==> config.mk <==
export PLATFORM = sky130hd
export DESIGN_NAME = touch_contact_order_tracker_flat
export DESIGN_NICKNAME = d
export VERILOG_FILES = /design/src/design/tcot_pkg.sv /design/src/design/tcot_if.sv /design/src/design/tcot_cell.sv /design/src/design/touch_contact_order_tracker.sv /design/src/flat_wrapper.sv
export SDC_FILE = /design/constraint.sdc
export NUM_CORES = 1
export LEC_CHECK = 0
export ABC_AREA = 0
export BUFFER_PORTS_ARGS = -buffer_cell sky130_fd_sc_hd__buf_4
export CORE_MARGIN = 1.5
export CORE_UTILIZATION = 62
export DETAILED_ROUTE_END_ITERATION = 16
export PLACE_DENSITY = 0.88
export SETUP_SLACK_MARGIN = 0.2
export SLEW_MARGIN = 20
export SYNTH_ARGS = -nofsm -noshare
export SYNTH_HDL_FRONTEND = slang
export SYNTH_SLANG_ARGS = --single-unit
export TNS_END_PERCENT = 30
==> constraint.sdc <==
create_clock -name clk -period 4.74 [get_ports clk]
set_input_delay 0.948 -clock clk [delete_from_list [all_inputs] [get_ports clk]]
set_output_delay 0.948 -clock clk [all_outputs]
set_load 0.01 [all_outputs]
==> src/design/tcot_pkg.sv <==
// Package: shared constants, codes and types of the touch contact order tracker.
`timescale 1ns / 1ps
`default_nettype none
package tcot_pkg;

	// Number of hardware slots, and so of cells in the down list.
	localparam int MAX_SLOTS = 10;
	localparam int SLOT_W    = 4;
	localparam int CNT_W     = 4;
	localparam int TYPE_W    = 8;
	localparam int POS_W     = 16;
	localparam int CFG_IDX_W = 2;
	localparam int CFG_DAT_W = 8;

	// Configuration register indexes.
	typedef enum logic [CFG_IDX_W-1:0] {
		CFG_MAX_FINGERS = 2'd0,
		CFG_FINGER_CODE = 2'd1,
		CFG_STYLUS_CODE = 2'd2
	} cfg_idx_t;

	// Sequencer states.
	typedef enum logic [2:0] {
		ST_IDLE,
		ST_MARK,
		ST_SHIFT,
		ST_UPDATE,
		ST_EMIT
	} state_t;

	// Operations applied to every cell of the down list in the same cycle.
	typedef enum logic [2:0] {
		OP_HOLD,
		OP_MARK,
		OP_SHIFT,
		OP_APPEND,
		OP_ROTATE
	} cell_op_t;

	// Contents of one down-list cell.
	typedef struct packed {
		logic [SLOT_W-1:0] slot;
		logic              occ;
		logic              kill;
	} entry_t;

	// Control broadcast to all cells.
	typedef struct packed {
		cell_op_t             op;
		logic [SLOT_W-1:0]    app_slot;
		logic [MAX_SLOTS-1:0] rm_mask;
	} cell_ctl_t;

	// Signals passed from one cell to the next along the chain.
	typedef struct packed {
		logic                 shift;
		logic                 occ;
		logic [MAX_SLOTS-1:0] seen;
	} link_t;

endpackage
`default_nettype wire

==> src/design/tcot_if.sv <==
// Interfaces: item, result and configuration channels of the tracker.
`timescale 1ns / 1ps
`default_nettype none

// Input record channel.
interface tcot_in_if;
	logic                       valid;
	logic                       ready;
	logic [tcot_pkg::TYPE_W-1:0] object_type;
	logic [tcot_pkg::POS_W-1:0]  pos_x;
	logic [tcot_pkg::POS_W-1:0]  pos_y;

	modport source (output valid, output object_type, output pos_x, output pos_y,
		input ready);
	modport sink (input valid, input object_type, input pos_x, input pos_y,
		output ready);
endinterface

// Result channel.
interface tcot_out_if;
	logic                        valid;
	logic                        ready;
	logic [tcot_pkg::SLOT_W-1:0] slot_index;
	logic                        touching;
	logic [tcot_pkg::POS_W-1:0]  report_x;
	logic [tcot_pkg::POS_W-1:0]  report_y;
	logic                        last_contact;

	modport source (output valid, output slot_index, output touching, output report_x,
		output report_y, output last_contact, input ready);
	modport sink (input valid, input slot_index, input touching, input report_x,
		input report_y, input last_contact, output ready);
endinterface

// Configuration write channel.
interface tcot_cfg_if;
	logic                           valid;
	logic                           ready;
	logic [tcot_pkg::CFG_IDX_W-1:0] index;
	logic [tcot_pkg::CFG_DAT_W-1:0] data;

	modport source (output valid, output index, output data, input ready);
	modport sink (input valid, input index, input data, output ready);
endinterface

`default_nettype wire

==> src/design/tcot_cell.sv <==
// One cell of the down list: holds one slot entry and talks to its neighbours.
`timescale 1ns / 1ps
`default_nettype none
module tcot_cell (
	input  wire logic                clk,
	input  wire logic                arst_n,
	input  wire tcot_pkg::cell_ctl_t ctl,
	input  wire tcot_pkg::link_t     prev,
	input  wire tcot_pkg::entry_t    nxt,
	output tcot_pkg::entry_t         ent,
	output tcot_pkg::link_t          link
);

	tcot_pkg::entry_t ent_q;
	logic             mark_kill;

	// Only the first occurrence of a slot due for removal is marked.
	always_comb begin
		mark_kill = ent_q.occ & ctl.rm_mask[ent_q.slot] & ~prev.seen[ent_q.slot];
		link.shift = prev.shift | ent_q.kill;
		link.occ   = ent_q.occ;
		link.seen  = prev.seen;
		if (ent_q.occ) begin
			link.seen = prev.seen | (tcot_pkg::MAX_SLOTS'(1) << ent_q.slot);
		end
	end

	// Cell register: each operation moves data at most one place along the chain.
	always_ff @(posedge clk or negedge arst_n) begin
		if (!arst_n) begin
			ent_q <= '0;
		end else begin
			unique case (ctl.op)
				tcot_pkg::OP_HOLD: begin
					ent_q <= ent_q;
				end
				tcot_pkg::OP_MARK: begin
					ent_q.kill <= mark_kill;
				end
				tcot_pkg::OP_SHIFT: begin
					if (link.shift) begin
						ent_q <= nxt;
					end
				end
				tcot_pkg::OP_APPEND: begin
					if (!ent_q.occ && prev.occ) begin
						ent_q.slot <= ctl.app_slot;
						ent_q.occ  <= 1'b1;
						ent_q.kill <= 1'b0;
					end
				end
				tcot_pkg::OP_ROTATE: begin
					ent_q <= nxt;
				end
				default: begin
					ent_q <= ent_q;
				end
			endcase
		end
	end

	assign ent = ent_q;

endmodule
`default_nettype wire

==> src/design/touch_contact_order_tracker.sv <==
// Top level: touch contact order tracker with its down-list chain and slot cache.
`timescale 1ns / 1ps
`default_nettype none
// The block takes one object record per word for slots 0 to max_fingers-1 (clamped to
// one through ten) of a frame and keeps the contacts in touch-down order in a chain of ten
// cells. An ordinary record is accepted and then updated. The first record of a frame
// first passes a marking step, then a shift step that removes one lifted contact from the
// chain at a time until none is left. When the list is not empty, the last record of a
// frame is followed by a full rotation of the chain, during which one result word is
// loaded for each occupied cell as it reaches the head; the rotation waits while a result
// word still to be loaded meets a stalled result port. A new record is taken only once the
// report has finished; a final result word may still wait at the output while that record
// is accepted. Configuration writes are taken only while the block is idle between records.
module touch_contact_order_tracker (
	input  wire logic clk,
	input  wire logic arst_n,
	tcot_cfg_if.sink  cfg,
	tcot_in_if.sink   items_in,
	tcot_out_if.source results
);

	localparam int NS = tcot_pkg::MAX_SLOTS;

	// Configuration registers.
	logic [tcot_pkg::CNT_W-1:0]  max_fingers_q;
	logic [tcot_pkg::TYPE_W-1:0] finger_code_q;
	logic [tcot_pkg::TYPE_W-1:0] stylus_code_q;

	// Tracking state.
	tcot_pkg::state_t             state_q, state_d;
	logic [tcot_pkg::CNT_W-1:0]   slot_cnt_q;
	logic [NS-1:0]                valid_q;
	logic [NS-1:0]                lifted_q;
	logic [tcot_pkg::CNT_W-1:0]   count_q;
	logic [tcot_pkg::CNT_W-1:0]   k_q;
	logic [tcot_pkg::SLOT_W-1:0]  s_q;
	logic [tcot_pkg::TYPE_W-1:0]  type_q;
	logic [tcot_pkg::POS_W-1:0]   px_q;
	logic [tcot_pkg::POS_W-1:0]   py_q;

	// Per-slot cache of the last reported state.
	logic                         touch_q [NS];
	logic [tcot_pkg::POS_W-1:0]   sx_q [NS];
	logic [tcot_pkg::POS_W-1:0]   sy_q [NS];

	// Output register.
	logic                         ov_q;
	logic [tcot_pkg::SLOT_W-1:0]  o_slot_q;
	logic                         o_touch_q;
	logic [tcot_pkg::POS_W-1:0]   o_x_q;
	logic [tcot_pkg::POS_W-1:0]   o_y_q;
	logic                         o_last_q;

	// Chain signals.
	tcot_pkg::cell_ctl_t          ctl;
	tcot_pkg::entry_t             ents  [NS];
	tcot_pkg::link_t              links [NS];
	tcot_pkg::entry_t             tail_in;
	tcot_pkg::link_t              head_link;
	logic [NS-1:0]                occ_vec;

	logic [tcot_pkg::CNT_W-1:0]   n_act;
	logic [NS-1:0]                low_mask;
	logic [tcot_pkg::SLOT_W-1:0]  s_new;
	logic                         accept;
	logic                         present;
	logic                         app;
	logic                         frame_end;
	logic                         emit_now;
	logic                         out_free;
	logic                         step;
	logic                         any_kill;
	logic [tcot_pkg::CNT_W-1:0]   count_upd;

	// Slot count in use, clamped to one through the number of slots.
	always_comb begin
		if (max_fingers_q == '0) begin
			n_act = tcot_pkg::CNT_W'(1);
		end else if (max_fingers_q > tcot_pkg::CNT_W'(NS)) begin
			n_act = tcot_pkg::CNT_W'(NS);
		end else begin
			n_act = max_fingers_q;
		end
		for (int i = 0; i < NS; i++) begin
			low_mask[i] = (tcot_pkg::CNT_W'(i) < n_act);
			occ_vec[i]  = ents[i].occ;
		end
	end

	assign accept    = items_in.valid & items_in.ready;
	assign s_new     = (slot_cnt_q >= n_act) ? '0 : slot_cnt_q;
	assign present   = (type_q == finger_code_q) || (type_q == stylus_code_q);
	assign app       = present & ~valid_q[s_q] & (count_q < n_act);
	assign frame_end = (s_q >= n_act - tcot_pkg::CNT_W'(1));
	assign count_upd = count_q + tcot_pkg::CNT_W'(app);
	assign emit_now  = (k_q < count_q);
	assign out_free  = ~ov_q | results.ready;
	assign step      = ~emit_now | out_free;
	assign any_kill  = links[NS-1].shift;

	// Next state and cell control.
	always_comb begin
		state_d        = state_q;
		items_in.ready = 1'b0;
		ctl.op         = tcot_pkg::OP_HOLD;
		ctl.app_slot   = s_q;
		ctl.rm_mask    = lifted_q & low_mask;
		unique case (state_q)
			tcot_pkg::ST_IDLE: begin
				items_in.ready = 1'b1;
				if (items_in.valid) begin
					state_d = (s_new == '0) ? tcot_pkg::ST_MARK : tcot_pkg::ST_UPDATE;
				end
			end
			tcot_pkg::ST_MARK: begin
				ctl.op  = tcot_pkg::OP_MARK;
				state_d = tcot_pkg::ST_SHIFT;
			end
			tcot_pkg::ST_SHIFT: begin
				ctl.op = tcot_pkg::OP_SHIFT;
				if (!any_kill) begin
					state_d = tcot_pkg::ST_UPDATE;
				end
			end
			tcot_pkg::ST_UPDATE: begin
				if (app) begin
					ctl.op = tcot_pkg::OP_APPEND;
				end
				if (frame_end && count_upd != '0) begin
					state_d = tcot_pkg::ST_EMIT;
				end else begin
					state_d = tcot_pkg::ST_IDLE;
				end
			end
			tcot_pkg::ST_EMIT: begin
				if (step) begin
					ctl.op = tcot_pkg::OP_ROTATE;
					if (k_q == tcot_pkg::CNT_W'(NS - 1)) begin
						state_d = tcot_pkg::ST_IDLE;
					end
				end
			end
			default: begin
				state_d = tcot_pkg::ST_IDLE;
			end
		endcase
	end

	// State register.
	always_ff @(posedge clk or negedge arst_n) begin
		if (!arst_n) begin
			state_q <= tcot_pkg::ST_IDLE;
		end else begin
			state_q <= state_d;
		end
	end

	// Configuration writes, taken while idle; indexes beyond the list are ignored.
	assign cfg.ready = (state_q == tcot_pkg::ST_IDLE);

	always_ff @(posedge clk or negedge arst_n) begin
		if (!arst_n) begin
			max_fingers_q <= tcot_pkg::CNT_W'(10);
			finger_code_q <= tcot_pkg::TYPE_W'(1);
			stylus_code_q <= tcot_pkg::TYPE_W'(2);
		end else if (cfg.valid && cfg.ready) begin
			unique case (cfg.index)
				tcot_pkg::CFG_MAX_FINGERS: max_fingers_q <= cfg.data[tcot_pkg::CNT_W-1:0];
				tcot_pkg::CFG_FINGER_CODE: finger_code_q <= cfg.data;
				tcot_pkg::CFG_STYLUS_CODE: stylus_code_q <= cfg.data;
				default: ;
			endcase
		end
	end

	// Slot counter, presence masks, list length and report counter.
	always_ff @(posedge clk or negedge arst_n) begin
		if (!arst_n) begin
			slot_cnt_q <= '0;
			valid_q    <= '0;
			lifted_q   <= '0;
			count_q    <= '0;
			k_q        <= '0;
		end else begin
			unique case (state_q)
				tcot_pkg::ST_IDLE: begin
					k_q <= '0;
				end
				tcot_pkg::ST_MARK: begin
					lifted_q <= lifted_q & ~low_mask;
				end
				tcot_pkg::ST_SHIFT: begin
					if (any_kill) begin
						count_q <= count_q - tcot_pkg::CNT_W'(1);
					end
				end
				tcot_pkg::ST_UPDATE: begin
					count_q <= count_upd;
					if (valid_q[s_q] || app) begin
						if (present) begin
							valid_q[s_q] <= 1'b1;
						end else begin
							valid_q[s_q]  <= 1'b0;
							lifted_q[s_q] <= 1'b1;
						end
					end
					slot_cnt_q <= frame_end ? '0 : s_q + tcot_pkg::CNT_W'(1);
				end
				tcot_pkg::ST_EMIT: begin
					if (step) begin
						k_q <= k_q + tcot_pkg::CNT_W'(1);
					end
				end
				default: ;
			endcase
		end
	end

	// Latched record.
	always_ff @(posedge clk) begin
		if (accept) begin
			s_q    <= s_new;
			type_q <= items_in.object_type;
			px_q   <= items_in.pos_x;
			py_q   <= items_in.pos_y;
		end
	end

	// Slot cache: written for a tracked slot; position only while present.
	always_ff @(posedge clk) begin
		if (state_q == tcot_pkg::ST_UPDATE && (valid_q[s_q] || app)) begin
			touch_q[s_q] <= present;
			if (present) begin
				sx_q[s_q] <= px_q;
				sy_q[s_q] <= py_q;
			end
		end
	end

	// Down-list chain; the tail takes the head during a rotation, else an empty entry.
	assign head_link.shift = 1'b0;
	assign head_link.occ   = 1'b1;
	assign head_link.seen  = '0;
	assign tail_in = (ctl.op == tcot_pkg::OP_ROTATE) ? ents[0] : '0;

	for (genvar j = 0; j < NS; j++) begin : g_cell
		if (j == 0) begin : g_first
			if (NS == 1) begin : g_only
				tcot_cell u_cell (.clk, .arst_n, .ctl, .prev(head_link), .nxt(tail_in),
					.ent(ents[j]), .link(links[j]));
			end else begin : g_more
				tcot_cell u_cell (.clk, .arst_n, .ctl, .prev(head_link), .nxt(ents[j+1]),
					.ent(ents[j]), .link(links[j]));
			end
		end else if (j == NS - 1) begin : g_last
			tcot_cell u_cell (.clk, .arst_n, .ctl, .prev(links[j-1]), .nxt(tail_in),
				.ent(ents[j]), .link(links[j]));
		end else begin : g_mid
			tcot_cell u_cell (.clk, .arst_n, .ctl, .prev(links[j-1]), .nxt(ents[j+1]),
				.ent(ents[j]), .link(links[j]));
		end
	end

	// Output register: loaded from the head cell while the chain rotates.
	always_ff @(posedge clk or negedge arst_n) begin
		if (!arst_n) begin
			ov_q <= 1'b0;
		end else if (state_q == tcot_pkg::ST_EMIT && step && emit_now) begin
			ov_q <= 1'b1;
		end else if (results.ready) begin
			ov_q <= 1'b0;
		end
	end

	always_ff @(posedge clk) begin
		if (state_q == tcot_pkg::ST_EMIT && step && emit_now) begin
			o_slot_q  <= ents[0].slot;
			o_touch_q <= touch_q[ents[0].slot];
			o_x_q     <= sx_q[ents[0].slot];
			o_y_q     <= sy_q[ents[0].slot];
			o_last_q  <= (k_q + tcot_pkg::CNT_W'(1) == count_q);
		end
	end

	assign results.valid        = ov_q;
	assign results.slot_index   = o_slot_q;
	assign results.touching     = o_touch_q;
	assign results.report_x     = o_x_q;
	assign results.report_y     = o_y_q;
	assign results.last_contact = o_last_q;

	// The list length always matches the number of occupied cells.
	a_count_matches: assert property (@(posedge clk) disable iff (!arst_n)
		$countones(occ_vec) == 32'(count_q))
		else $error("list length differs from occupied cells");

	// The list never grows beyond the number of slots.
	a_count_bound: assert property (@(posedge clk) disable iff (!arst_n)
		count_q <= tcot_pkg::CNT_W'(NS))
		else $error("list length beyond slot count");

	// No removal mark survives into the idle state.
	a_no_kill_idle: assert property (@(posedge clk) disable iff (!arst_n)
		items_in.ready |-> !any_kill)
		else $error("removal pending while taking a record");

	// A result word only appears after a report cycle.
	a_emit_source: assert property (@(posedge clk) disable iff (!arst_n)
		$rose(results.valid) |-> $past(state_q == tcot_pkg::ST_EMIT))
		else $error("result word outside a report");

endmodule
`default_nettype wire
==> src/flat_wrapper.sv <==
// flat-port wrapper written by rule: the top's interface ports become plain ports
module touch_contact_order_tracker_flat 
  (clk, arst_n, cfg_valid, cfg_index, cfg_data, cfg_ready, items_in_valid, items_in_object_type, items_in_pos_x, items_in_pos_y, items_in_ready, results_valid, results_slot_index, results_touching, results_report_x, results_report_y, results_last_contact, results_ready);
  tcot_cfg_if cfg_i ();
  tcot_in_if items_in_i ();
  tcot_out_if results_i ();
  input  wire logic clk;
  input  wire logic arst_n;
  input wire logic [$bits(cfg_i.valid)-1:0] cfg_valid;
  input wire logic [$bits(cfg_i.index)-1:0] cfg_index;
  input wire logic [$bits(cfg_i.data)-1:0] cfg_data;
  output wire logic [$bits(cfg_i.ready)-1:0] cfg_ready;
  input wire logic [$bits(items_in_i.valid)-1:0] items_in_valid;
  input wire logic [$bits(items_in_i.object_type)-1:0] items_in_object_type;
  input wire logic [$bits(items_in_i.pos_x)-1:0] items_in_pos_x;
  input wire logic [$bits(items_in_i.pos_y)-1:0] items_in_pos_y;
  output wire logic [$bits(items_in_i.ready)-1:0] items_in_ready;
  output wire logic [$bits(results_i.valid)-1:0] results_valid;
  output wire logic [$bits(results_i.slot_index)-1:0] results_slot_index;
  output wire logic [$bits(results_i.touching)-1:0] results_touching;
  output wire logic [$bits(results_i.report_x)-1:0] results_report_x;
  output wire logic [$bits(results_i.report_y)-1:0] results_report_y;
  output wire logic [$bits(results_i.last_contact)-1:0] results_last_contact;
  input wire logic [$bits(results_i.ready)-1:0] results_ready;
  assign cfg_i.valid = cfg_valid;
  assign cfg_i.index = cfg_index;
  assign cfg_i.data = cfg_data;
  assign cfg_ready = cfg_i.ready;
  assign items_in_i.valid = items_in_valid;
  assign items_in_i.object_type = items_in_object_type;
  assign items_in_i.pos_x = items_in_pos_x;
  assign items_in_i.pos_y = items_in_pos_y;
  assign items_in_ready = items_in_i.ready;
  assign results_valid = results_i.valid;
  assign results_slot_index = results_i.slot_index;
  assign results_touching = results_i.touching;
  assign results_report_x = results_i.report_x;
  assign results_report_y = results_i.report_y;
  assign results_last_contact = results_i.last_contact;
  assign results_i.ready = results_ready;
  touch_contact_order_tracker u_core (.clk(clk), .arst_n(arst_n), .cfg(cfg_i), .items_in(items_in_i), .results(results_i));
endmodule
==> out/qor.yml <==
gr-total-overflow: 0
io_buffers: 95
status: "complete, no violations"
use_met3_pct: 7.24
fp.dieW_um: 199
worstPathArrival_ns: 4.58
area_growth_pct: 12.0
synth_top_family_by_area: "simple AND/OR/NAND/NOR gates"
fin_crit_ns: 4.37
floorplan.rows: 71
reg2reg_depth: 8
start_util_pct: 63.1
num_vias: 16161
dp.cells: 2250
final_common_cell: "edfxtp_1"
finalHoldViolCount: 0
fin_cells: 2347
synth_edf_count: 412
avgViaCountPerCell: 6.89
drv_slew: 0
drcViolationCount: 0
ys_warn_count: 0
finish.utilization_pct: 70.7
postCtsSetupRepairBufs: 0
ys.flop_type: "edfxtp_1"
grt_start_max_net_pins: 102
p_int_mw: 10.4
async_reset_ff_share_pct: 22.0
crit_path_end_kind: "register"
grt_pass1_vias: 16015
hp-class: "in -> async"
layout_common_cells: "edfxtp_1 (412), nand2_1 (124), buf_4 (112), nor2_1 (111), dfrtp_1 (108)"
cts_made_buffers: 51
grt_pass1_wl_um: 98300
fmax_mhz: 229
clk_pin_slew_worst_paths_ns: 0.07
core-area_mm2: 0.0378
die_height_um: 199
irDropWorstVdd_mv: 0.413
final_nets: 1875
worst_slew_pin_slew_ns: 1.10
p_clk_share_pct: 25.3
synth_compound_area_share_pct: 10.3
yosysTopAreaCell: "edfxtp_1"
synthesis.nets: 1804
p_sw_mw: 6.13
drt_iter0_drc: 2134
synth_simple_gate_area_share_pct: 10.7
synthCells: 1722
crit_type: "reg -> reg"
setup-tns-final_ns: 0
grtUsageTotal_pct: 33.8
register_area_mm2: 0.0153
layout-drive-gt1-share_pct: 19.4
p_comb_share_pct: 33.5
wire_per_inst_um: 28.0
worstSkewPairLatency_ns: 0.61
period_share_pct: 92.2
cts_resized: 0
p_leak_nw: 9.34
place_hpwl_um: 38900
n_antenna_cell: 0
synth_seq_area_share_pct: 64.0
cts_max_path_buffers: 3
antenna_found_initial: 0
ys_ff_latch: 528
dieArea_mm2: 0.0397
cts.sinks: 528
synth_top_area_share_pct: 51.8
yosysUniqueCellTypes: 96
p_seq_share_pct: 41.1
place_congestion: 0.980
use_met2_pct: 52.8
switching_share_pct: 37.2
multiInputGateArea_mm2: 0.00809
io_pins: 96
cts_tree: "yes"
grt-busiest-layer: "met2"
synth_fa_ha_area_share_pct: 1.41
startpoint_type: "register"
cts_root_buf: "clkbuf_16"
synthesis.area_per_instance_um2: 13.9
required_ns: 4.95
cp_max_fo: 32
synth.area.top_cells: "edfxtp_1 (52%), dfrtp_1 (12%), mux4_2 (6.6%), nand2_1 (1.9%), mux2_2 (1.9%)"
hold_slack_ns: 0.469
fin_skew_ns: 0.0259
synth.cell_area_mm2: 0.0239
first_pass_iters: 6
muxShareOfSynthArea_pct: 10.2
drtAntennaViolNets: 0
slew_headroom_pct: 26.7
cts-hold-fix-buffers: 0
wl_um: 65700
use_met1_pct: 45.1
finalSetupViolations: 0
fillers: 2368
cts.htree.levels: 2
power_density_mw_per_mm2: 617
drv_cap: 0
synth_xor_area_share_pct: 1.10
rsz0062_at_grt: "false"
==> cells in the mapped netlist, types with 32 or more instances <==
cell type and n:
clkbuf_1 53, a211oi_1 44, o21ai_0 71, buf_2 32
edfxtp_1 412, nand2_1 124, nor3_1 33, mux2_2 40
a21oi_1 80, mux4_2 70, a31oi_1 33, mux2i_1 41
inv_1 32, dfrtp_1 112, nor2b_1 49, nor2_1 112
==> layer usage <==
| layer | up-vias | wire length (µm) |
|---|---|---|
| met5 | - | 0 |
| met4 | 0 | 3250 |
| met3 | 253 | 6290 |
| met2 | 1164 | 31200 |
| met1 | 7957 | 24900 |
| li1 | 6787 | - |
==> per-stage QoR <==
step,power (mW),setup slack [ns],area [µm²]
floorplan,10.4,1.11,23900
global placement,11.8,1.01,25000
detailed placement,12.1,0.725,25000
CTS,16.3,0.528,26700
global route,17.2,0.209,26800
finish,16.5,0.371,26800
==> area by class of cell <==
type	count	share of cell area [%]
clock inverter	32	1.35
tap	511	2.39
multi-input combinational	1066	30.2
clock buffer	64	5.10
inverter	32	0.449
timing repair buffer	114	3.32
sequential	528	57.1
==> worst max-delay path, cell delays in order, from the launching register on <==
cell and delay (ns):
dfstp_2 0.76, inv_1 0.20, nand2_1 0.17, ha_1 0.26
o211ai_1 0.24, and4_1 0.68, nor2_1 0.25, nor2_1 0.42
and2_2 0.97
==> power by group through the flow <==
stage / Combinational (mW) / Sequential [mW] / Clock (mW)
2_1_floorplan: 4.23 / 6.21 / 0
6_report: 5.53 / 6.79 / 4.18
3_3_place_gp: 5.08 / 6.76 / 0
3_5_place_dp: 5.25 / 6.80 / 0
5_1_grt: 5.96 / 6.84 / 4.37
4_1_cts: 5.42 / 6.73 / 4.20
==> flip-flops by register name, summed over array words and instances (netlist names), 6 cells and up, named ones only <==
name,cells
u_core.sx_q,160
u_core.sy_q,160
u_core.g_cell.g_mid.u_cell.ent,48
u_core.px_q,16
u_core.py_q,16
u_core.results.report_x,16
u_core.results.report_y,16
u_core.lifted_q,10
u_core.touch_q,10
u_core.finger_code_q,8
u_core.stylus_code_q,8
u_core.type_q,8
u_core.g_cell.g_first.g_more.u_cell.ent,6
u_core.g_cell.g_last.u_cell.ent,6
==> worst paths after layout <==
path / startpoint / slack [ns] / end
setup / recovery: u_core.max_fingers_q[3] / 0.37 / u_core.sx_q[8][9]
hold / removal: arst_n / 0.47 / u_core.g_cell[5].g_mid.u_cell.ent[3]
setup reg to reg: u_core.max_fingers_q[3] / 0.37 / u_core.sx_q[8][9]
hold reg to reg: u_core.lifted_q[7] / 0.51 / u_core.lifted_q[7]
max in group asynchronous: arst_n / 3.26 / u_core.max_fingers_q[1]
min in group clk: u_core.lifted_q[7] / 0.51 / u_core.lifted_q[7]
==> kinds of logic after synthesis <==
| kind of cell | count (synthesis) |
|---|---|
| buffers and inverters | 128 |
| AOI/OAI and AO/OA | 367 |
| muxes | 151 |
| DFF | 528 |
| adders and majority gates | 27 |
| xor gates and xnor gates | 30 |
| and+or+nand+nor | 491 |
Power figures use the tool's default switching activity.
